==> config.mk <==
export PLATFORM = sky130hd
export DESIGN_NAME = load_cell_adc_reader_tare_scale_unit_flat
export DESIGN_NICKNAME = d
export VERILOG_FILES = /design/src/sv/lcr_pkg.sv /design/src/sv/lcr_if.sv /design/src/sv/load_cell_adc_reader_tare_scale_unit.sv /design/src/flat_wrapper.sv
export SDC_FILE = /design/constraint.sdc
export NUM_CORES = 1
export LEC_CHECK = 0
export ABC_AREA = 1
export ABC_CLOCK_PERIOD_IN_PS = 4500
export BUFFER_PORTS_ARGS = -buffer_cell sky130_fd_sc_hd__clkbuf_2
export CORE_MARGIN = 5
export CORE_UTILIZATION = 55
export DETAILED_ROUTE_END_ITERATION = 8
export PLACE_DENSITY = 0.81
export SETUP_SLACK_MARGIN = 0.15
export SYNTH_ARGS = -nofsm -noshare
export SYNTH_HDL_FRONTEND = slang
export SYNTH_SLANG_ARGS = --single-unit
==> constraint.sdc <==
create_clock -name clk -period 4.5 [get_ports clk]
set_input_delay 0.9 -clock clk [delete_from_list [all_inputs] [get_ports clk]]
set_output_delay 0.9 -clock clk [all_outputs]
set_load 0.1 [all_outputs]
==> src/sv/lcr_pkg.sv <==
// Types and constants used by the load cell reader top level.
`default_nettype none

package lcr_pkg;

    // Request function codes
    localparam logic [1:0] FUNC_PLAIN = 2'd0;
    localparam logic [1:0] FUNC_WEIGH = 2'd1;
    localparam logic [1:0] FUNC_TARE  = 2'd2;

    // Configuration register indexes
    localparam logic [1:0] REG_WAIT_LIMIT  = 2'd0;
    localparam logic [1:0] REG_ZERO_MARGIN = 2'd1;
    localparam logic [1:0] REG_GAP_DOUBLED = 2'd2;

    localparam int CFG_IDX_W = 2;
    localparam int CFG_DATA_W = 24;
    localparam int WAIT_W = 24;
    localparam int MARGIN_W = 16;
    localparam int GAP_W = 16;
    localparam int WEIGHT_W = 20;

    localparam logic [WAIT_W-1:0]   WAIT_LIMIT_RST  = 24'd1000000;
    localparam logic [MARGIN_W-1:0] ZERO_MARGIN_RST = 16'd200;
    localparam logic [GAP_W-1:0]    GAP_DOUBLED_RST = 16'd841;

    localparam logic signed [WEIGHT_W-1:0] WEIGHT_MAX = 20'sh7FFFF;
    localparam logic signed [WEIGHT_W-1:0] WEIGHT_MIN = 20'sh80000;
    localparam int WEIGHT_POS_LIM = 524287;
    localparam int WEIGHT_NEG_LIM = 524288;

    // Serial protocol phase
    typedef enum logic [4:0] {
        PH_IDLE   = 5'b00001,
        PH_WAIT   = 5'b00010,
        PH_HIGH   = 5'b00100,
        PH_SAMPLE = 5'b01000,
        PH_PULSE  = 5'b10000
    } phase_t;

    // Request/divide sequencer
    typedef enum logic [2:0] {
        C_IDLE = 3'b001,
        C_DIV  = 3'b010,
        C_FIN  = 3'b100
    } ctl_t;

endpackage

`default_nettype wire

==> src/sv/lcr_if.sv <==
// Request and result channel interfaces of the load cell reader.
`default_nettype none

interface lcr_req_if;
    logic       valid;
    logic       ready;
    logic [1:0] func;
    logic       dout_level;

    modport source (output valid, output func, output dout_level, input ready);
    modport sink (input valid, input func, input dout_level, output ready);
endinterface

interface lcr_res_if #(
    parameter int DATA_BITS = 24
);
    logic                 valid;
    logic                 ready;
    logic                 sck_level;
    logic                 busy_res;
    logic                 done_res;
    logic                 timed_out;
    logic [DATA_BITS-1:0] raw_reading;
    logic signed [19:0]   weight;

    modport source (
        output valid, output sck_level, output busy_res, output done_res,
        output timed_out, output raw_reading, output weight, input ready
    );
    modport sink (
        input valid, input sck_level, input busy_res, input done_res,
        input timed_out, input raw_reading, input weight, output ready
    );
endinterface

`default_nettype wire

==> src/sv/load_cell_adc_reader_tare_scale_unit.sv <==
// Top level of the load cell converter reader with tare and scaling.
`default_nettype none

// Load cell reader. Each request on req is one half-bit tick carrying the sampled
// data-out level and an optional start command (weigh or tare); each request
// produces exactly one result on res with the serial clock level to drive, the
// busy/done flags and, on completion, the raw reading and the tared weight.
// A start holds the serial clock low until data-out drops (or the wait limit
// expires, giving a raw reading of zero), then clocks DATA_BITS bits sampled
// after each falling edge, gives one extra pulse and inverts the top bit.
// A tare start stores the raw reading; a weigh start yields
// trunc((raw - tare) * 2 / gap_doubled), saturated to 20 bits, or zero when the
// tare is below the margin or the reading is not above tare minus margin.
// An ordinary tick's result is registered in the cycle after the request is taken.
// The completing tick of a weigh that passes the zero checks waits for a
// restoring divider built around one 17-bit subtract/compare, which produces
// one quotient bit per cycle over DATA_BITS + 2 dividend bits; then the C_FIN
// state applies sign and saturation before the result is registered.
// No further request is taken while the divider runs. Configuration registers
// (0 wait_limit, 1 zero_margin, 2 gap_doubled) are written through cfg_we /
// cfg_index / cfg_data and must be written only while the block is idle.
module load_cell_adc_reader_tare_scale_unit #(
    parameter int DATA_BITS = 24
) (
    input  wire logic                           clk,
    input  wire logic                           rst_n,
    lcr_req_if.sink                             req,
    lcr_res_if.source                           res,
    input  wire logic                           cfg_we,
    input  wire logic [lcr_pkg::CFG_IDX_W-1:0]  cfg_index,
    input  wire logic [lcr_pkg::CFG_DATA_W-1:0] cfg_data
);
    import lcr_pkg::*;

    localparam int BCW = $clog2(DATA_BITS + 1);
    localparam int CW  = (DATA_BITS > MARGIN_W) ? DATA_BITS : MARGIN_W;
    localparam int QW  = DATA_BITS + 2;
    localparam int QCW = $clog2(QW + 1);
    localparam int SW  = (QW > WEIGHT_W + 1) ? QW : WEIGHT_W + 1;

    // Configuration registers
    logic [WAIT_W-1:0]   wait_limit_reg;
    logic [MARGIN_W-1:0] margin_reg;
    logic [GAP_W-1:0]    gap_reg;

    // Protocol state
    phase_t               phase_reg, phase_next;
    logic [BCW-1:0]       bit_cnt_reg, bit_cnt_next;
    logic [DATA_BITS-1:0] shift_reg, shift_next;
    logic [WAIT_W-1:0]    wait_cnt_reg, wait_cnt_next;
    logic [DATA_BITS-1:0] tare_reg, tare_next;
    logic                 tare_mode_reg, tare_mode_next;

    // Sequencer and divider
    ctl_t               ctl_reg, ctl_next;
    logic [QW-1:0]      mag_reg, mag_next;
    logic [GAP_W-1:0]   rem_reg, rem_next;
    logic [QCW-1:0]     qcnt_reg, qcnt_next;
    logic               neg_reg, neg_next;

    // Result register
    logic                        out_valid_reg, out_valid_next;
    logic                        sck_reg, sck_next;
    logic                        busy_reg, busy_next;
    logic                        done_reg, done_next;
    logic                        tmo_reg, tmo_next;
    logic [DATA_BITS-1:0]        raw_reg, raw_next;
    logic signed [WEIGHT_W-1:0]  weight_reg, weight_next;

    // Tick decode
    logic                 accept;
    logic                 tick_sck;
    logic                 finish;
    logic                 tick_tmo;
    logic [DATA_BITS-1:0] raw_val;
    logic [WAIT_W-1:0]    wait_inc;
    logic [BCW-1:0]       bit_inc;

    // Weigh evaluation
    logic                 tare_ok;
    logic [CW-1:0]        thresh;
    logic                 above;
    logic                 need_div;
    logic [DATA_BITS:0]   diff;
    logic [DATA_BITS:0]   diff_abs;

    // Divider datapath
    logic [GAP_W-1:0]     divisor;
    logic [GAP_W:0]       trial;
    logic                 trial_ge;
    logic [GAP_W:0]       trial_sub;
    logic [SW-1:0]        mag_ext;

    assign accept = req.valid && req.ready;
    // Take a request only with the divider idle and room in the result register.
    assign req.ready = (ctl_reg == C_IDLE) && (!out_valid_reg || res.ready);

    // Configuration writes
    always_ff @(posedge clk or negedge rst_n)
    begin
        if (!rst_n)
        begin
            wait_limit_reg <= WAIT_LIMIT_RST;
            margin_reg     <= ZERO_MARGIN_RST;
            gap_reg        <= GAP_DOUBLED_RST;
        end
        else if (cfg_we)
        begin
            unique case (cfg_index)
                REG_WAIT_LIMIT:  wait_limit_reg <= cfg_data[WAIT_W-1:0];
                REG_ZERO_MARGIN: margin_reg <= cfg_data[MARGIN_W-1:0];
                REG_GAP_DOUBLED: gap_reg <= cfg_data[GAP_W-1:0];
                default:         ;
            endcase
        end
    end

    // Per-tick protocol step
    always_comb
    begin
        phase_next     = phase_reg;
        bit_cnt_next   = bit_cnt_reg;
        shift_next     = shift_reg;
        wait_cnt_next  = wait_cnt_reg;
        tare_next      = tare_reg;
        tare_mode_next = tare_mode_reg;
        tick_sck       = 1'b0;
        finish         = 1'b0;
        tick_tmo       = 1'b0;
        raw_val        = '0;
        wait_inc       = wait_cnt_reg + WAIT_W'(1);
        bit_inc        = bit_cnt_reg + BCW'(1);

        unique case (phase_reg)
            PH_IDLE:
            begin
                if (req.func == FUNC_WEIGH || req.func == FUNC_TARE)
                begin
                    tare_mode_next = (req.func == FUNC_TARE);
                    wait_cnt_next  = '0;
                    bit_cnt_next   = '0;
                    shift_next     = '0;
                    phase_next     = PH_WAIT;
                end
            end
            PH_WAIT:
            begin
                if (!req.dout_level)
                begin
                    bit_cnt_next = '0;
                    shift_next   = '0;
                    tick_sck     = 1'b1;
                    phase_next   = PH_HIGH;
                end
                else
                begin
                    wait_cnt_next = wait_inc;
                    // A zero count after wrap or a zero limit also expires.
                    if (wait_inc >= wait_limit_reg || wait_inc == '0)
                    begin
                        finish   = 1'b1;
                        tick_tmo = 1'b1;
                    end
                end
            end
            PH_HIGH:
            begin
                phase_next = PH_SAMPLE;
            end
            PH_SAMPLE:
            begin
                shift_next   = {shift_reg[DATA_BITS-2:0], req.dout_level};
                bit_cnt_next = bit_inc;
                tick_sck     = 1'b1;
                phase_next   = (bit_inc >= BCW'(DATA_BITS)) ? PH_PULSE : PH_HIGH;
            end
            PH_PULSE:
            begin
                finish  = 1'b1;
                raw_val = shift_reg ^ {1'b1, {(DATA_BITS-1){1'b0}}};
            end
            default:
            begin
                phase_next = PH_IDLE;
            end
        endcase

        if (finish)
        begin
            phase_next = PH_IDLE;
            if (tare_mode_reg)
            begin
                tare_next = raw_val;
            end
        end
    end

    // Zero checks and signed difference for a weigh completion
    always_comb
    begin
        tare_ok  = CW'(tare_reg) >= CW'(margin_reg);
        thresh   = CW'(tare_reg) - CW'(margin_reg);
        above    = CW'(raw_val) > thresh;
        need_div = finish && !tare_mode_reg && tare_ok && above;
        diff     = {1'b0, raw_val} - {1'b0, tare_reg};
        diff_abs = diff[DATA_BITS] ? (~diff + (DATA_BITS+1)'(1)) : diff;
    end

    // Restoring divide step: one quotient bit per cycle
    always_comb
    begin
        divisor   = (gap_reg == '0) ? GAP_W'(1) : gap_reg;
        trial     = {rem_reg, mag_reg[QW-1]};
        trial_ge  = trial >= {1'b0, divisor};
        trial_sub = trial - {1'b0, divisor};
        mag_ext   = SW'(mag_reg);
    end

    // Sequencer, divider and result register
    always_comb
    begin
        ctl_next       = ctl_reg;
        mag_next       = mag_reg;
        rem_next       = rem_reg;
        qcnt_next      = qcnt_reg;
        neg_next       = neg_reg;
        out_valid_next = out_valid_reg && !res.ready;
        sck_next       = sck_reg;
        busy_next      = busy_reg;
        done_next      = done_reg;
        tmo_next       = tmo_reg;
        raw_next       = raw_reg;
        weight_next    = weight_reg;

        unique case (ctl_reg)
            C_IDLE:
            begin
                if (accept)
                begin
                    sck_next    = tick_sck;
                    busy_next   = (phase_next != PH_IDLE);
                    done_next   = finish;
                    tmo_next    = tick_tmo;
                    raw_next    = raw_val;
                    weight_next = '0;
                    if (need_div)
                    begin
                        // Hold the result back until the quotient is ready.
                        mag_next  = {diff_abs, 1'b0};
                        neg_next  = diff[DATA_BITS];
                        rem_next  = '0;
                        qcnt_next = QCW'(QW);
                        ctl_next  = C_DIV;
                    end
                    else
                    begin
                        out_valid_next = 1'b1;
                    end
                end
            end
            C_DIV:
            begin
                rem_next  = trial_ge ? trial_sub[GAP_W-1:0] : trial[GAP_W-1:0];
                mag_next  = {mag_reg[QW-2:0], trial_ge};
                qcnt_next = qcnt_reg - QCW'(1);
                if (qcnt_reg == QCW'(1))
                begin
                    ctl_next = C_FIN;
                end
            end
            C_FIN:
            begin
                // Apply sign and saturate into the weight range.
                if (neg_reg)
                begin
                    if (mag_ext > SW'(WEIGHT_NEG_LIM))
                        weight_next = WEIGHT_MIN;
                    else
                        weight_next = -$signed(mag_ext[WEIGHT_W-1:0]);
                end
                else
                begin
                    if (mag_ext > SW'(WEIGHT_POS_LIM))
                        weight_next = WEIGHT_MAX;
                    else
                        weight_next = $signed(mag_ext[WEIGHT_W-1:0]);
                end
                out_valid_next = 1'b1;
                ctl_next       = C_IDLE;
            end
            default:
            begin
                ctl_next = C_IDLE;
            end
        endcase
    end

    always_ff @(posedge clk or negedge rst_n)
    begin
        if (!rst_n)
        begin
            phase_reg     <= PH_IDLE;
            bit_cnt_reg   <= '0;
            shift_reg     <= '0;
            wait_cnt_reg  <= '0;
            tare_reg      <= '0;
            tare_mode_reg <= 1'b0;
            ctl_reg       <= C_IDLE;
            qcnt_reg      <= '0;
            out_valid_reg <= 1'b0;
        end
        else
        begin
            if (accept)
            begin
                phase_reg     <= phase_next;
                bit_cnt_reg   <= bit_cnt_next;
                shift_reg     <= shift_next;
                wait_cnt_reg  <= wait_cnt_next;
                tare_reg      <= tare_next;
                tare_mode_reg <= tare_mode_next;
            end
            ctl_reg       <= ctl_next;
            qcnt_reg      <= qcnt_next;
            out_valid_reg <= out_valid_next;
        end
    end

    always_ff @(posedge clk)
    begin
        mag_reg    <= mag_next;
        rem_reg    <= rem_next;
        neg_reg    <= neg_next;
        sck_reg    <= sck_next;
        busy_reg   <= busy_next;
        done_reg   <= done_next;
        tmo_reg    <= tmo_next;
        raw_reg    <= raw_next;
        weight_reg <= weight_next;
    end

    assign res.valid       = out_valid_reg;
    assign res.sck_level   = sck_reg;
    assign res.busy_res    = busy_reg;
    assign res.done_res    = done_reg;
    assign res.timed_out   = tmo_reg;
    assign res.raw_reading = raw_reg;
    assign res.weight      = weight_reg;

    // No request may enter while the divider owns the result register.
    a_no_req_in_div: assert property (@(posedge clk) disable iff (!rst_n)
        ctl_reg != C_IDLE |-> !req.ready)
        else $error("request taken while divider busy");

    // The sign/saturate cycle always delivers a result.
    a_fin_delivers: assert property (@(posedge clk) disable iff (!rst_n)
        ctl_reg == C_FIN |=> res.valid)
        else $error("divide result not delivered");

    // A timeout completes the reading with a zero raw value.
    a_timeout_raw: assert property (@(posedge clk) disable iff (!rst_n)
        res.valid && res.timed_out |-> res.done_res && res.raw_reading == '0)
        else $error("timeout result malformed");

    // A completed reading leaves the block idle.
    a_done_idle: assert property (@(posedge clk) disable iff (!rst_n)
        res.valid && res.done_res |-> !res.busy_res)
        else $error("busy reported on completion");

endmodule

`default_nettype wire
==> src/flat_wrapper.sv <==
// flat-port wrapper written by rule: the top's interface ports become plain ports
module load_cell_adc_reader_tare_scale_unit_flat import lcr_pkg::*;
#(
    parameter int DATA_BITS = 24
)
  (clk, rst_n, cfg_we, cfg_index, cfg_data, req_valid, req_func, req_dout_level, req_ready, res_valid, res_sck_level, res_busy_res, res_done_res, res_timed_out, res_raw_reading, res_weight, res_ready);
  lcr_req_if req_i ();
  lcr_res_if #(.DATA_BITS(DATA_BITS)) res_i ();
  input  wire logic clk;
  input  wire logic rst_n;
  input  wire logic cfg_we;
  input  wire logic [lcr_pkg::CFG_IDX_W-1:0] cfg_index;
  input  wire logic [lcr_pkg::CFG_DATA_W-1:0] cfg_data;
  input wire logic [$bits(req_i.valid)-1:0] req_valid;
  input wire logic [$bits(req_i.func)-1:0] req_func;
  input wire logic [$bits(req_i.dout_level)-1:0] req_dout_level;
  output wire logic [$bits(req_i.ready)-1:0] req_ready;
  output wire logic [$bits(res_i.valid)-1:0] res_valid;
  output wire logic [$bits(res_i.sck_level)-1:0] res_sck_level;
  output wire logic [$bits(res_i.busy_res)-1:0] res_busy_res;
  output wire logic [$bits(res_i.done_res)-1:0] res_done_res;
  output wire logic [$bits(res_i.timed_out)-1:0] res_timed_out;
  output wire logic [$bits(res_i.raw_reading)-1:0] res_raw_reading;
  output wire logic [$bits(res_i.weight)-1:0] res_weight;
  input wire logic [$bits(res_i.ready)-1:0] res_ready;
  assign req_i.valid = req_valid;
  assign req_i.func = req_func;
  assign req_i.dout_level = req_dout_level;
  assign req_ready = req_i.ready;
  assign res_valid = res_i.valid;
  assign res_sck_level = res_i.sck_level;
  assign res_busy_res = res_i.busy_res;
  assign res_done_res = res_i.done_res;
  assign res_timed_out = res_i.timed_out;
  assign res_raw_reading = res_i.raw_reading;
  assign res_weight = res_i.weight;
  assign res_i.ready = res_ready;
  load_cell_adc_reader_tare_scale_unit #(.DATA_BITS(DATA_BITS)) u_core (.clk(clk), .rst_n(rst_n), .req(req_i), .res(res_i), .cfg_we(cfg_we), .cfg_index(cfg_index), .cfg_data(cfg_data));
endmodule
# Word level (Yosys, flattened, before mapping)
# Cells that the tools add are included.
[classes]
add_sub_neg = 8
magnitude_cmp = 7
n_eq_ne = 20
mux = 43
n_bitwise = 2
n_reduce_logical = 31
[ops]
columns = ["op", "count"]
rows = [
  ["24-bit 2-to-1 mux", 4],
  ["20-bit 2-to-1 mux", 4],
  ["24-bit one-hot mux with 3 select lines", 1],
  ["16-bit 2-to-1 mux", 4],
  ["26-bit 2-to-1 mux", 2],
  ["26-bit one-hot mux with 2 select lines", 1],
  ["24-bit one-hot mux with 2 select lines", 1],
  ["5-bit 2-to-1 mux", 8],
  ["20-bit one-hot mux with 2 select lines", 1],
  ["16-bit one-hot mux with 2 select lines", 1],
  ["26-bit by 19-bit > comparator with 1-bit output (second input constant)", 1],
  ["26-bit by 20-bit > comparator with 1-bit output (second input constant)", 1],
  ["25-bit by 1-bit adder with 25-bit output (second input constant)", 1],
  ["25-bit 2-to-1 mux", 1],
  ["25-bit inverter", 1],
  ["5-bit one-hot mux with 5 select lines", 1],
  ["24-bit by 24-bit subtractor with 25-bit output", 1],
  ["24-bit by 1-bit adder with 24-bit output (second input constant)", 1],
  ["24-bit by 16-bit >= comparator with 1-bit output", 1],
  ["24-bit >= comparator", 1],
  ["24-bit > comparator", 1],
  ["24-bit zero test", 1],
  ["24-bit by 16-bit subtractor with 24-bit output", 1],
  ["20-bit negation", 1],
  ["other kinds (35)", 70],
]
[totals]
ff_bits = 239
word_cells = 132

# Logic depth before layout (Yosys ltp)
[depth]
ltp_word = 12
ltp_mapped = 28
ltp_nobuf = 28

# Worst setup path before layout
# Ideal clock, no wire load.
[synth_timing]
path_kind = "register to register"
startpoint = "register u_core.margin_reg[3]"
endpoint = "register u_core.mag_reg[0], in the netlist u_core.mag_ext[0], enable pin"
arrival_ns = 4.315
t_required_ns = 4.104
slack_ns = -0.211
path_stages_with_launch = 25
period_less_slack_ns = 4.711
path_cell_list = "dfstp_2 > inv_1 > ha_1 > nand2_1 > inv_1 > a21oi_1 > o21ai_0 > a21boi_0 > o21ai_0 > a21oi_1 > o21ai_0 > nand2_1 > nand2_1 > ha_1 > nand4_1 > nor2_1 > and3_1 > o21ai_0 > nand3_1 > nand2_1 > nor2_1 > nand2_1 > nand2_1 > nand2_2 > inv_1"
[synth_via]
elab_chain_cells = 5
elab_cells_between_ends = 7
[synth_lines]
columns = ["element", "line_no", "text"]
rows = [
  ["from (decl)", "load_cell_adc_reader_tare_scale_unit.sv:43", "logic [MARGIN_W-1:0] margin_reg;"],
  ["from (signal assigned)", "load_cell_adc_reader_tare_scale_unit.sv:111", "REG_ZERO_MARGIN: margin_reg <= cfg_data[MARGIN_W-1:0];"],
  ["24-bit by 16-bit subtractor with 24-bit output or 24-bit by 16-bit >= comparator with 1-bit output (tied branches)", "load_cell_adc_reader_tare_scale_unit.sv:202, load_cell_adc_reader_tare_scale_unit.sv:201", ""],
  ["24-bit > comparator or 1-bit logical AND (tied branches)", "load_cell_adc_reader_tare_scale_unit.sv:203, load_cell_adc_reader_tare_scale_unit.sv:204", ""],
  ["1-bit logical AND *", "load_cell_adc_reader_tare_scale_unit.sv:204", "need_div = finish && !tare_mode_reg && tare_ok && above;"],
  ["2-bit by 1-bit != test with 1-bit output (no line) *", "-", ""],
  ["3-bit AND reduction (no line) *", "-", ""],
  ["to (signal assigned)", "load_cell_adc_reader_tare_scale_unit.sv:331", "mag_reg <= mag_next;"],
  ["to (decl)", "load_cell_adc_reader_tare_scale_unit.sv:56", "logic [QW-1:0] mag_reg, mag_next;"],
]
# Mark *: on every way between the ends. The rest lies on a longest branch, timed or not.
# A chain may end at the register's enable or synchronous reset.

# Final worst setup path
[layout_timing]
startpoint = "register u_core.tare_reg[2]"
endpoint = "register u_core.rem_reg[15], enable pin"
[layout_via]
elab_chain_cells = 5
elab_cells_between_ends = 7
[layout_lines]
columns = ["element", "line_no", "text"]
rows = [
  ["from (decl)", "load_cell_adc_reader_tare_scale_unit.sv:51", "logic [DATA_BITS-1:0] tare_reg, tare_next;"],
  ["from (signal assigned)", "load_cell_adc_reader_tare_scale_unit.sv:320", "tare_reg <= tare_next;"],
  ["24-bit by 16-bit subtractor with 24-bit output or 24-bit by 16-bit >= comparator with 1-bit output (tied branches)", "load_cell_adc_reader_tare_scale_unit.sv:202, load_cell_adc_reader_tare_scale_unit.sv:201", ""],
  ["24-bit > comparator or 1-bit logical AND (tied branches)", "load_cell_adc_reader_tare_scale_unit.sv:203, load_cell_adc_reader_tare_scale_unit.sv:204", ""],
  ["1-bit logical AND *", "load_cell_adc_reader_tare_scale_unit.sv:204", ""],
  ["2-bit by 1-bit != test with 1-bit output (no line) *", "-", ""],
  ["3-bit AND reduction (no line) *", "-", ""],
  ["to (signal assigned)", "load_cell_adc_reader_tare_scale_unit.sv:332", "rem_reg <= rem_next;"],
  ["to (decl)", "load_cell_adc_reader_tare_scale_unit.sv:57", "logic [GAP_W-1:0] rem_reg, rem_next;"],
]
# Marks and branches as above.

==> impl_results.md <==
* Run status: finished clean
* Setup ws final at 271 ps
* RePlAce Congestion at 0.967
* Top cells by area, synth: dfrtp_1, edfxtp_1, nand2_1
* Fin Clk Skew at 14.8 ps
* Yosys warnings at 0
* FFs w/ async S/R, synth at 0.619
* Unrepaired setup endpoints after global routing: yes
* Die Ht at 181 um
* Slew Limit Fails at 0
* First-pass GRT wire length at 67.0 mm
* Total number of vias at 14400
* Post-Layout Cell Count at 2646
* Top_reg_cell synth: dfrtp_1
* DR pass1 iterations at 5
* Hold buffer count at CTS at 0
* Post-synth top area cell: dfrtp_1
* Total Routed Length at 41.8 mm
* Largest net degree at the start of global routing at 83
* Core Area at 0.0288 mm2
* Seq/Total Area, Yosys at 0.402
* CTS H-tree depth at 1
* Starting density of the core at 0.558
* Vias in the first global route at 13800
* Critical path type: reg -> reg
* Worst-path clk slew at 60 ps
* Synth unique cells at 54
* Maximum VDD drop at 376 uV
* Routed wire length per instance at 15.8 um
* Die ar. at 0.0327 mm2
* Hold Vio Cnt, Final at 0
* PD cells at 415 mW/mm2
* Top-count cell post-synth: nand2_1
* Hold/Removal Path Class: in -> async
* Area growth from synthesis to layout at 14.8%
* Max reg flops at 26
* Fmax at 0.236 GHz
* IO Count at 84
* Mean Syn Cell Area at 7.58 um2
* Post-synth EDFFs at 91
* Reg2reg start: u_core.tare_reg[2]
* Sink Count at 239
* First DRT Iteration DRCs at 1091
* Final setup fails at 0
* Utilization after layout at 0.641
* Final setup TNS at 0 ps
* Actual slew at the worst max-slew pin at 1030 ps
* Initial antenna violation count at 0
* Final period utilization at 0.940
* Arrival time at the worst endpoint at 4490 ps
* All-Layer GR Usage at 0.243
* Clock Tree Buf Depth at 3
* Total CTS buffers at 26
* #FFs+latches synth at 239
* Max-Cap Viols at 0
* Rows at 62
* Period minus WS final at 4230 ps
* Cell Area, Synth at 0.0161 mm2
* Share of layout cells above drive strength 1 at 0.128
* Grt total ovfl at 0
* DP HPWL at 31.0 mm
* Critical path peak fanout at 8
* Post-Syn Instances at 2119
* RR Endpoint: u_core.rem_reg[15]
* Antenna-violating nets left at 0
* Pre-CTS WS at 46.3 ps
* Leakage at 9.32 nW
* Top cells by instance count after synthesis: nand2_1, inv_1, nor2_1
* Root buf cell: clkbuf_16
* Number of port buffers at 83
* Nets@finish at 2392
* Drt drc at 0
* Crit path required time at 4760 ps
* CP Capture Type: register
* Clk_lat worst skew at 540 ps
* Worst reg-to-reg path cell count at 26
* Reg-to-reg slack, setup at 270 ps
* Dpl cells at 2580
* CP startpoint kind: register
* Post-synth top area share at 0.204
* # diodes at 0
* Die width at 181 um
* Relative slew slack at 0.311
* CTS tree: built
* Via/cell ratio at 5.46
* Mapped Nets at 2269
routing by layer:
metal / track usage / share of wire
met1: 0.333 / 0.43
met4: 0.0717 / 0.028
met5: 0 / 0
met2: 0.410 / 0.48
met3: 0.0273 / 0.055
cell families (layout without fill, tap and decap cells):
family                   after synthesis  in the layout  share of synthesized area
AO/OA/AOI/OAI                        341            341                      0.117
XOR/XNOR                              72             72                     0.0397
adder cells (fa/ha/maj)              116            116                     0.0918
buffers and inverters                416            559                     0.0991
flip-flops                           239            239                      0.402
multiplexers                           1              1                   0.000623
AND/OR/NAND/NOR                      934            934                      0.250
what timing repair did:
| item | 4_1_cts | 5_1_grt |
|---|---|---|
| gates cloned | 1 | 2 |
| pin swaps | 5 | 22 |
| endpoints found under the setup margin | 42 | 62 |
| gates resized for setup | 11 | 56 |
| buffers inserted | 4 | 11 |
worst max-delay path, stage by stage, from the launching register on:
cell and delay, ps:
dfrtp_1 450, ha_4 280, a21oi_2 130, nand2_1 130, a21oi_4 200, o21ai_2 110, a21boi_2 190, buf_4 140
inv_1 40, a21oi_2 190, o21ai_2 80, xor2_1 150, ha_1 330, nand4_1 110, nor2_2 50, and3_4 150
buf_4 130, a21oi_2 120, nand2_1 70, nor2_1 110, buf_4 160, nand2_4 70, nand2_4 70, nand2_4 60
clkinvlp_4 140, buf_6 130, clkbuf_16 150
cell usage in the layout, fill, tap and decap left out, types with 6 or more instances in the layout:
cell type	instances
nand3_1	110
nor3_1	24
nand2_2	9
nor2_4	6
o22ai_1	29
nand2_1	501
inv_1	363
nor2_2	10
nor4_1	10
o21ai_0	135
edfxtp_1	91
a21oi_1	95
a211oi_1	9
xnor2_1	19
dfrtp_1	130
nand3_2	7
nand2_4	9
clkbuf_16	30
a21oi_2	7
nor2_1	189
ha_1	107
o21ai_2	9
buf_4	50
nand4_1	33
dfstp_2	17
o21ai_1	25
nand3b_1	12
xor2_1	52
clkbuf_2	82
through the flow:
stage          hold slack, ps  instance area [um2]  total power (W)
2_1_floorplan             453                16100          0.00478
4_1_cts                   412                18100          0.00760
3_5_place_dp              480                17100          0.00535
5_1_grt                   459                18400          0.00808
3_3_place_gp              469                17100          0.00526
6_report                  395                18400          0.00766
worst max path at each step:
stage | start | endpoint | cells past startpoint
after global placement | u_core.tare_reg[2] | u_core.mag_ext[19] | 25
after CTS | u_core.margin_reg[2] | u_core.mag_ext[8] | 26
final | u_core.tare_reg[2] | u_core.rem_reg[15] | 26
after detailed placement | u_core.tare_reg[0] | u_core.mag_ext[17] | 29
after floorplan | u_core.margin_reg[3] | u_core.mag_ext[0] | 23
after global routing | u_core.margin_reg[1] | u_core.rem_reg[15] | 27
cell type report:
cell class,instances,area (um2)
timing repair buffer,142,968
clock inverter,11,128
tap,384,480
fill,2427,10300
inverter,369,1390
multi-input combinational,1464,8240
clock buffer,37,774
sequential,239,6460
where the power goes:
part | total (W) | switching (W) | internal, W
Combinational | 0.00256 | 0.00188 | 0.000681
Clock | 0.00223 | 0.000910 | 0.00132
Sequential | 0.00287 | 0.000226 | 0.00264
Power figures use the tool's default switching activity.
